### config.mk
export PLATFORM = sky130hd
export DESIGN_NAME = quoted_field_tokenizer_core
export DESIGN_NICKNAME = d
export VERILOG_FILES = /design/src/hdl/qft_pkg.sv /design/src/hdl/qft_decode.sv /design/src/hdl/qft_emit.sv /design/src/hdl/quoted_field_tokenizer_core.sv
export SDC_FILE = /design/constraint.sdc
export NUM_CORES = 1
export LEC_CHECK = 0
export BUFFER_PORTS_ARGS = -buffer_cell sky130_fd_sc_hd__buf_2
export CAP_MARGIN = 20
export CORE_AREA = 2 2 209 149
export CTS_CLUSTER_DIAMETER = 120
export DETAILED_ROUTE_END_ITERATION = 6
export DIE_AREA = 0 0 211 151
export PLACE_DENSITY_LB_ADDON = 0.25
export SETUP_SLACK_MARGIN = 0.15
export SKIP_LAST_GASP = 1
export SLEW_MARGIN = 20
export SYNTH_ARGS = -nofsm -noshare
export SYNTH_HDL_FRONTEND = slang
export SYNTH_SLANG_ARGS = --single-unit
### constraint.sdc
create_clock -name clk_i -period 5.77 [get_ports clk_i]
set_input_delay 1.4425 -clock clk_i [delete_from_list [all_inputs] [get_ports clk_i]]
set_output_delay 1.4425 -clock clk_i [all_outputs]
set_load 0.05 [all_outputs]
### src/hdl/qft_pkg.sv
// Shared types and constants of the quoted field tokenizer.
// No dependencies; imported by every other file of the block but the macro header.
package qft_pkg;

  localparam int unsigned MapRegs   = 4;
  localparam int unsigned MapRegW   = 64;
  localparam int unsigned CfgIndexW = 8;

  localparam logic [7:0] DQUOTE = 8'h22;
  localparam logic [7:0] SQUOTE = 8'h27;

  // Configuration register indexes
  localparam logic [CfgIndexW-1:0] CFG_SEP_MAP_0 = 8'd0;
  localparam logic [CfgIndexW-1:0] CFG_SEP_MAP_1 = 8'd1;
  localparam logic [CfgIndexW-1:0] CFG_SEP_MAP_2 = 8'd2;
  localparam logic [CfgIndexW-1:0] CFG_SEP_MAP_3 = 8'd3;

  localparam logic [MapRegW-1:0] SEP_MAP_0_RST = 64'h0000_0001_0000_0000;

  typedef enum logic [1:0] {
    KIND_BYTE       = 2'd0,
    KIND_TOKEN_END  = 2'd1,
    KIND_STRING_END = 2'd2
  } kind_e;

  typedef enum logic [1:0] {
    MODE_BETWEEN = 2'd0,
    MODE_PLAIN   = 2'd1,
    MODE_QUOTED  = 2'd2
  } mode_e;

  typedef struct packed {
    mode_e      mode;
    logic       quote_single;
    logic [1:0] run_cnt;
    logic [7:0] run_first;
    logic       run_match;
  } scan_state_t;

  // Pending results of one byte, emitted lowest bit first:
  // bit 0 empty-token end, bit 1 token byte, bit 2 token end, bit 3 string end.
  typedef struct packed {
    logic [3:0] pend;
    logic [7:0] data;
  } res_set_t;

endpackage

### src/hdl/qft_decode.sv
// Per-byte decision logic: separator lookup, scan state update, result set.
// Depends on qft_pkg.
module qft_decode (
  input  logic [7:0]                                    char_i,
  input  logic                                          eos_i,
  input  logic [qft_pkg::MapRegs-1:0][qft_pkg::MapRegW-1:0] sep_map_i,
  input  qft_pkg::scan_state_t                          state_i,
  output qft_pkg::scan_state_t                          state_o,
  output qft_pkg::res_set_t                             res_o
);
  import qft_pkg::*;

  logic       is_sep;
  logic [7:0] close_quote;

  assign is_sep      = (char_i == 8'd0) || sep_map_i[char_i[7:6]][char_i[5:0]];
  assign close_quote = state_i.quote_single ? SQUOTE : DQUOTE;

  always_comb begin
    state_o  = state_i;
    res_o    = '0;
    res_o.data = char_i;

    unique case (state_i.mode)
      MODE_BETWEEN: begin
        if (is_sep) begin
          if (state_i.run_cnt == 2'd0) begin
            state_o.run_first = char_i;
            state_o.run_cnt   = 2'd1;
            state_o.run_match = 1'b1;
          end else begin
            state_o.run_cnt   = 2'd2;
            state_o.run_match = (char_i == state_i.run_first);
          end
          res_o.pend[2] = eos_i && (state_o.run_cnt == 2'd2) && state_o.run_match;
        end else begin
          res_o.pend[0]     = (state_i.run_cnt == 2'd2) && state_i.run_match;
          state_o.run_cnt   = 2'd0;
          state_o.run_first = 8'd0;
          state_o.run_match = 1'b0;
          if ((char_i == DQUOTE) || (char_i == SQUOTE)) begin
            state_o.mode         = MODE_QUOTED;
            state_o.quote_single = (char_i == SQUOTE);
          end else begin
            state_o.mode  = MODE_PLAIN;
            res_o.pend[1] = 1'b1;
          end
          res_o.pend[2] = eos_i;
        end
      end
      MODE_PLAIN: begin
        if (is_sep) begin
          res_o.pend[2]     = 1'b1;
          state_o.mode      = MODE_BETWEEN;
          state_o.run_cnt   = 2'd1;
          state_o.run_first = char_i;
          state_o.run_match = 1'b1;
        end else begin
          res_o.pend[1] = 1'b1;
          res_o.pend[2] = eos_i;
        end
      end
      default: begin
        // quoted token: only the matching quote or the end of the string ends it
        if (char_i == close_quote) begin
          res_o.pend[2]     = 1'b1;
          state_o.mode      = MODE_BETWEEN;
          state_o.run_cnt   = 2'd0;
          state_o.run_first = 8'd0;
          state_o.run_match = 1'b0;
        end else begin
          res_o.pend[1] = 1'b1;
          res_o.pend[2] = eos_i;
        end
      end
    endcase

    if (eos_i) begin
      res_o.pend[3]        = 1'b1;
      state_o.mode         = MODE_BETWEEN;
      state_o.quote_single = 1'b0;
      state_o.run_cnt      = 2'd0;
      state_o.run_first    = 8'd0;
      state_o.run_match    = 1'b0;
    end
  end

endmodule

### src/hdl/qft_emit.sv
// Result register: holds the pending results of one byte and sends them
// one per transaction. Depends on qft_pkg.
module qft_emit (
  input  logic              clk_i,
  input  logic              rst_ni,
  input  logic              load_i,
  input  qft_pkg::res_set_t res_i,
  output logic              can_load_o,
  output logic              m_axis_tvalid,
  input  logic              m_axis_tready,
  output logic [7:0]        m_axis_tdata,
  output logic [1:0]        m_axis_tuser,
  output logic              m_axis_tlast
);
  import qft_pkg::*;

  logic [3:0] pend_q, pend_d;
  logic [7:0] data_q, data_d;
  logic [3:0] sel;
  logic [3:0] rest;
  logic       fire;
  kind_e      kind;

  assign sel  = pend_q & (~pend_q + 4'd1);  // lowest pending result
  assign rest = pend_q & ~sel;
  assign fire = m_axis_tvalid && m_axis_tready;

  assign can_load_o = (pend_q == 4'd0) || (fire && (rest == 4'd0));

  always_comb begin
    priority case (1'b1)
      sel[1]:  kind = KIND_BYTE;
      sel[3]:  kind = KIND_STRING_END;
      default: kind = KIND_TOKEN_END;
    endcase
  end

  assign m_axis_tvalid = (pend_q != 4'd0);
  assign m_axis_tuser  = kind;
  assign m_axis_tdata  = sel[1] ? data_q : 8'd0;
  assign m_axis_tlast  = (rest == 4'd0);

  always_comb begin
    pend_d = pend_q;
    data_d = data_q;
    if (fire) begin
      pend_d = rest;
    end
    if (load_i) begin
      pend_d = res_i.pend;
      data_d = res_i.data;
    end
  end

  always_ff @(posedge clk_i or negedge rst_ni) begin
    if (!rst_ni) begin
      pend_q <= 4'd0;
    end else begin
      pend_q <= pend_d;
    end
  end

  always_ff @(posedge clk_i) begin
    data_q <= data_d;
  end

endmodule

### src/hdl/quoted_field_tokenizer_core.sv
// Quoted field tokenizer, top level: config registers, input register,
// scan state. Depends on qft_pkg, qft_decode, qft_emit.
//
// Usage
// - Input stream s_axis: one string byte per transaction, tlast on the final
//   byte of each string. Strings are at least one byte long.
// - Output stream m_axis: one result per transaction. tuser gives the kind
//   (token byte, end of token, end of string), tdata the byte for token
//   bytes and zero otherwise, tlast marks the final result of an input byte.
//   A byte gives zero to four results.
// - cfg port: writes the four 64-bit separator map registers by index;
//   cfg_ready_o is always high, other indexes are ignored. Write only while
//   the block is idle. Byte 0 is a separator whatever the map says.
// - Path: a byte taken passes the input register, then the result register, before it can leave.
// - Throughput: one byte per cycle while m_axis_tready is high and each byte
//   yields at most one result; a byte with more results holds the result
//   register until all are sent, the single result register being the limit.
// - Stall: with m_axis_tready low, the input register still takes one byte,
//   then s_axis_tready drops until the result register drains.
// - Reset (asynchronous, active low): empties both registers, returns the
//   scanner to between tokens and sets the map to space only.
module quoted_field_tokenizer_core (
  input  logic                          clk_i,
  input  logic                          rst_ni,
  // config write channel
  input  logic                          cfg_valid_i,
  output logic                          cfg_ready_o,
  input  logic [qft_pkg::CfgIndexW-1:0] cfg_index_i,
  input  logic [qft_pkg::MapRegW-1:0]   cfg_data_i,
  // input stream
  input  logic                          s_axis_tvalid,
  output logic                          s_axis_tready,
  input  logic [7:0]                    s_axis_tdata,   // [7:0] char_in
  input  logic                          s_axis_tlast,   // end_of_string
  // output stream
  output logic                          m_axis_tvalid,
  input  logic                          m_axis_tready,
  output logic [7:0]                    m_axis_tdata,   // [7:0] token_byte
  output logic [1:0]                    m_axis_tuser,   // [1:0] kind
  output logic                          m_axis_tlast    // last_of_run
);
  import qft_pkg::*;

  logic [MapRegs-1:0][MapRegW-1:0] sep_map_q, sep_map_d;
  logic        in_valid_q, in_valid_d;
  logic [7:0]  in_char_q, in_char_d;
  logic        in_eos_q, in_eos_d;
  scan_state_t state_q, state_d, state_nxt;
  res_set_t    res;
  logic        can_load;
  logic        advance;
  logic        s_fire;

  // Config: always ready, one register per transaction
  assign cfg_ready_o = 1'b1;

  always_comb begin
    sep_map_d = sep_map_q;
    if (cfg_valid_i) begin
      unique case (cfg_index_i)
        CFG_SEP_MAP_0: sep_map_d[0] = cfg_data_i;
        CFG_SEP_MAP_1: sep_map_d[1] = cfg_data_i;
        CFG_SEP_MAP_2: sep_map_d[2] = cfg_data_i;
        CFG_SEP_MAP_3: sep_map_d[3] = cfg_data_i;
        default: ;  // unknown index: ignored
      endcase
    end
  end

  // Input register; byte moves on when the result register can take it
  assign advance       = in_valid_q && can_load;
  assign s_axis_tready = !in_valid_q || can_load;
  assign s_fire        = s_axis_tvalid && s_axis_tready;

  always_comb begin
    in_valid_d = in_valid_q && !advance;
    in_char_d  = in_char_q;
    in_eos_d   = in_eos_q;
    if (s_fire) begin
      in_valid_d = 1'b1;
      in_char_d  = s_axis_tdata;
      in_eos_d   = s_axis_tlast;
    end
  end

  // Scan state moves with the byte into the result register
  assign state_d = advance ? state_nxt : state_q;

  qft_decode u_decode (
    .char_i    (in_char_q),
    .eos_i     (in_eos_q),
    .sep_map_i (sep_map_q),
    .state_i   (state_q),
    .state_o   (state_nxt),
    .res_o     (res)
  );

  qft_emit u_emit (
    .clk_i         (clk_i),
    .rst_ni        (rst_ni),
    .load_i        (advance),
    .res_i         (res),
    .can_load_o    (can_load),
    .m_axis_tvalid (m_axis_tvalid),
    .m_axis_tready (m_axis_tready),
    .m_axis_tdata  (m_axis_tdata),
    .m_axis_tuser  (m_axis_tuser),
    .m_axis_tlast  (m_axis_tlast)
  );

  always_ff @(posedge clk_i or negedge rst_ni) begin
    if (!rst_ni) begin
      sep_map_q  <= {{(MapRegs-1)*MapRegW{1'b0}}, SEP_MAP_0_RST};
      in_valid_q <= 1'b0;
      state_q    <= '{mode: MODE_BETWEEN, quote_single: 1'b0, run_cnt: 2'd0,
                      run_first: 8'd0, run_match: 1'b0};
    end else begin
      sep_map_q  <= sep_map_d;
      in_valid_q <= in_valid_d;
      state_q    <= state_d;
    end
  end

  always_ff @(posedge clk_i) begin
    in_char_q <= in_char_d;
    in_eos_q  <= in_eos_d;
  end

endmodule

* Word level (Yosys, flattened, before mapping) *
Index checks and enable logic that the tools add are counted.

storage, ports and cells
  flip-flop bits (word level) = 292
  bits in latches = 0
  bits in writable memories = 0
  memory bits (read-only) = 0
  input port bits = 86
  output and inout bits = 14
  word-level logic and storage cells = 108
  memories = 0

cells by class
  add/subtract/negate cells = 1
  multipliers = 0
  divide/modulo/power cells = 0
  order comparisons = 2
  equality and inequality tests = 14
  shifts and indexed selects = 0
  multiplexer cells = 40
  bitwise gates (word level) = 4
  reductions and logical operators = 33

operator list
  cell                                                number
  binary-select mux 64 bit (select 2 bit)             1
  2-to-1 mux 64 bit                                   1
  2-to-1 mux 11 bit                                   3
  case mux 11 bit (2 select lines)                    1
  2-to-1 mux 2 bit                                    9
  == test 8 x 2 -> 1 bit, second input constant       2
  == test 8 x 6 -> 1 bit, second input constant       2
  == test 8 bit                                       2
  zero test 8 bit                                     2
  2-to-1 mux 8 bit                                    2
  2-to-1 mux 1 bit                                    15
  2-to-1 mux 14 bit                                   1
  AND reduction 4 bit                                 3
  AND 4 bit                                           2
  == test 8 x 1 -> 1 bit, second input constant       1
  logical AND 1 bit                                   8
  zero test 4 bit                                     2
  2-to-1 mux 4 bit                                    2
  inverter 4 bit                                      2
  case mux 2 bit (2 select lines)                     2
  AND reduction 2 bit                                 4
  nonzero test 4 bit                                  2
  < comparator 6 x 7 -> 1 bit, second input constant  1
  binary-select mux 1 bit (select 6 bit)              1
  other kinds (14)                                    23

* Logic depth before layout (Yosys ltp) *
  depth in word-level cells = 13
  depth in mapped cells = 12
  depth with buffers taken out = 9

* By module *
Synthesis repeated with hierarchy kept, for this count alone.

second synthesis, totals
  cell total of the unflattened synthesis = 976
  area, all modules = 14901.8 sq um

modules (own cells, without submodules)
  module                       times used  cells an instance  area an instance (sq um)  seq. area each (sq um)
  quoted_field_tokenizer_core  1           591                11244.5                   7053.0
  qft_decode                   1           339                3108.0                    0.0
  qft_emit                     1           46                 549.3                     340.3

* Worst setup path after synthesis *
No wires, ideal clock.

  path kind = reg2out
  from = register u_emit.pend_q[1]
  to = output m_axis_tuser[0]
  arrival = 2.864 ns
  data required time = 4.328 ns
  path slack = 1.463 ns
  stages on the path, launching flop included = 3
  buffers on the path = 0
  cells stage by stage = dfrtp_1 -> nor4b_1 -> nor2_1

on the way
  word-level cells in the longest chain between the ends = 5

ends and longest elaborated chain
  item                    RTL line                           source
  from (decl)             qft_emit.sv:17                     logic [3:0] pend_q, pend_d;
  from (signal assigned)  qft_emit.sv:59                     pend_q <= pend_d;
  inverter 4 bit          qft_emit.sv:24                     assign sel = pend_q & (~pend_q + 4'd1);
  adder 4 x 1 -> 4 bit    qft_emit.sv:24
  AND 4 bit *             qft_emit.sv:24
  2-to-1 mux 2 bit        qft_emit.sv:31                     priority case (1'b1)
  2-to-1 mux 2 bit *      qft_emit.sv:31
  to (decl)               quoted_field_tokenizer_core.sv:39  output logic [1:0] m_axis_tuser,

Mark *: on every way between the ends. The rest lies on a longest branch, timed or not.

* Final worst setup path *
  from = input m_axis_tready
  to = output s_axis_tready

on the way
  word-level cells in the longest chain between the ends = 4

ends and longest elaborated chain
  item               RTL line                           source
  from (decl)        quoted_field_tokenizer_core.sv:37  input logic m_axis_tready,
  logical AND 1 bit  qft_emit.sv:26                     assign fire = m_axis_tvalid && m_axis_tready;
  logical AND 1 bit  qft_emit.sv:28                     assign can_load_o = (pend_q == 4'd0) || (fire && (rest == 4'd0));
  logical OR 1 bit   qft_emit.sv:28
  logical OR 1 bit   quoted_field_tokenizer_core.sv:72  assign s_axis_tready = !in_valid_q || can_load;
  to (decl)          quoted_field_tokenizer_core.sv:32  output logic s_axis_tready,

Every way passes these cells.

==> impl_metrics.json <==
{
  "path_clk_slew_ps": 60,
  "crit_type": "in -> out",
  "final_layout_size_suffix_gt1_share_pct": 51.01,
  "synth_cells": 877,
  "p_comb_share_pct": 18.7,
  "antenna_left": 0,
  "pre_cts_slack_ps": 1621,
  "grt_pass1_vias": 8259,
  "hold_violations": 0,
  "firstDrtPassIters": 4,
  "cp-start-kind": "input port",
  "die_x_um": 211,
  "holdWs_ps": 499.9,
  "p_per_area_mw_per_mm2": 364.9,
  "clock_power_share_pct": 38.4,
  "pwr-share-seq_pct": 42.9,
  "grt_first_pass_wirelength_um": 48310,
  "outcome": "finished, final reports clean",
  "synth_edf_count": 17,
  "ys_async_sr_fraction_pct": 94.18,
  "cts_tree": "built",
  "period_share_pct": 65.54,
  "power_leakage_nw": 7.237,
  "vias": 7833,
  "place.gp.congestion": 0.7651,
  "peakVddDrop_mv": 0.2911,
  "core_area_mm2": 0.02977,
  "netSwitchingFraction_pct": 28.50,
  "ys_seq_area_share_pct": 55.54,
  "post_cts_buffers": 0,
  "cts_resized": 0,
  "area_growth_pct": 15.37,
  "grt_max_degree": 124,
  "tightest_slew_ps": 1095,
  "synth_nets": 963,
  "antenna_found_initial": 1,
  "grt_setup_unrepaired": "false",
  "clock_path_buffers": 3,
  "crit_arrival_ps": 2340,
  "die_h_um": 151,
  "drc": 0,
  "ctsRootBufferMaster": "clkbuf_16",
  "ctsHoldBuffers": 0,
  "drt_iter0_markers": 426,
  "drv_slew": 0,
  "min_path_type": "reg -> reg",
  "synth_area_per_cell_um2": 15.18,
  "portBuffers": 98,
  "crit_required_ps": 4330,
  "ios": 100,
  "clock_skew_ps": 10.33,
  "fin_nets": 1054,
  "ys_types": 56,
  "dp_hpwl_um": 18680,
  "start_util_pct": 44.71,
  "syn-cell-area_mm2": 0.01331,
  "layout_commonest_cell": "dfrtp_1",
  "dieArea_mm2": 0.03186,
  "rows": 53,
  "layout_common_cells": "dfrtp_1 (274), mux2_2 (261), buf_2 (97)",
  "yosys_warnings": 0,
  "dominantRegCellSynth": "dfrtp_1",
  "finish.utilization_pct": 51.58,
  "worst_slack_ps": 1989,
  "clock_sinks": 292,
  "routed_wirelength_um": 30000,
  "fmax_ghz": 0.2644,
  "setup-violations-final": 0,
  "synth_seq_cells": 292,
  "power.internal_mw": 4.007,
  "h-tree-depth": 1,
  "min_period_ps": 3781,
  "wl_per_cell_um": 21.80,
  "path_max_fanout": 3,
  "gr-total-overflow": 0,
  "via_per_inst": 5.693,
  "track_usage_pct": 19.64,
  "max_cap_viol_count": 0,
  "cts_buffers": 29,
  "finalSetupTns_ps": 0,
  "clock_latency_ps": 550,
  "slew_headroom_pct": 26.85,
  "end_kind": "output port",
  "netSwitchingPower_mw": 1.597
}
cell usage after synthesis, drive strengths merged, types with 4 or more instances:
master | n | area, um2
dfrtp | 274 | 6857
mux2 | 261 | 2939
mux4 | 62 | 1396
clkbuf | 29 | 108.9
buf | 28 | 151.4
nand2 | 26 | 97.59
a22oi | 22 | 165.2
edfxtp | 17 | 510.5
nor2 | 16 | 60.06
a21oi | 15 | 75.07
and2 | 11 | 68.82
mux2i | 10 | 100.1
nand3 | 8 | 40.04
o21ai | 8 | 40.03
o2bb2ai | 8 | 70.07
xnor2 | 8 | 70.07
nand4 | 7 | 43.79
inv | 6 | 22.52
nand2b | 5 | 31.28
nor2b | 4 | 25.02
nor4 | 4 | 25.02
or2 | 4 | 25.02
routing by layer:
metal / vias up / part of all wire (%) / global-route usage, %
li1: 3493 / - / -
met1: 4152 / 50 / 29.82
met2: 149 / 45 / 30.23
met3: 39 / 3.7 / 2.820
met4: 0 / 1.8 / 4.155
met5: - / 0 / 0
sequential cells by signal (all words and copies together) (netlist names):
name and count:
in_valid_q 1, u_emit.pend_q 4, in_char_q 8, state_q 14, in_eos_q 1, u_emit.data_q 8
sep_map_q 256
critical path: stages:
cell	delay, ps
buf_2	120
a21boi_0	350
nand2_1	170
buf_2	240
through the flow:
step	instances	instance area [um2]	power (mW)
floorplan	877	13310	3.153
global placement	1322	14250	3.484
detailed placement	1322	14250	3.501
CTS	1375	15360	5.668
global route	1376	15360	5.846
finish	1376	15360	5.604
path summary, 6_finish.rpt:
path                                             start                         end  slack [ps]  cells past startpoint
worst max-delay path                     m_axis_tready               s_axis_tready        1990                      4
worst min-delay path            state_q[0]$_DFFE_PN0P_      state_q[0]$_DFFE_PN0P_         500                      1
worst max register to register  in_char_q[6]$_DFFE_PP_      state_q[6]$_DFFE_PN0P_        2290                     10
worst min register to register  state_q[0]$_DFFE_PN0P_      state_q[0]$_DFFE_PN0P_         500                      1
max in group asynchronous                       rst_ni  sep_map_q[215]$_DFFE_PN0P_        3680                      2
min in group asynchronous                       rst_ni        in_valid_q$_DFF_PN0_         980                      1
layout make-up:
class,instances,area [um2]
fill,2492,14420
sequential,292,7393
multi-input combinational,522,5662
clock buffer,40,857.1
timing repair buffer,117,693.2
tap,385,481.7
clock inverter,13,246.5
inverter,6,22.52
antenna,1,2.502
power groups by stage:
stage / registers, mW / logic (mW) / clock network, mW
3_3_place_gp: 2.43 / 1.05 / 0
5_1_grt: 2.43 / 1.15 / 2.27
4_1_cts: 2.40 / 1.06 / 2.20
3_5_place_dp: 2.44 / 1.06 / 0
6_report: 2.41 / 1.05 / 2.15
2_1_floorplan: 2.37 / 0.788 / 0
logic make-up (layout without fill, tap and decap cells):
group	Yosys count	after routing	share of synthesized area, %
compound gates	79	79	4.446
xor+xnor	8	8	0.5263
fa+ha+maj	1	1	0.07519
buf+inv	63	176	2.124
flops	292	292	55.54
mux	333	333	33.32
other cells	1	2	0.02817
simple gates	100	100	3.947
Power figures use the tool's default switching activity.
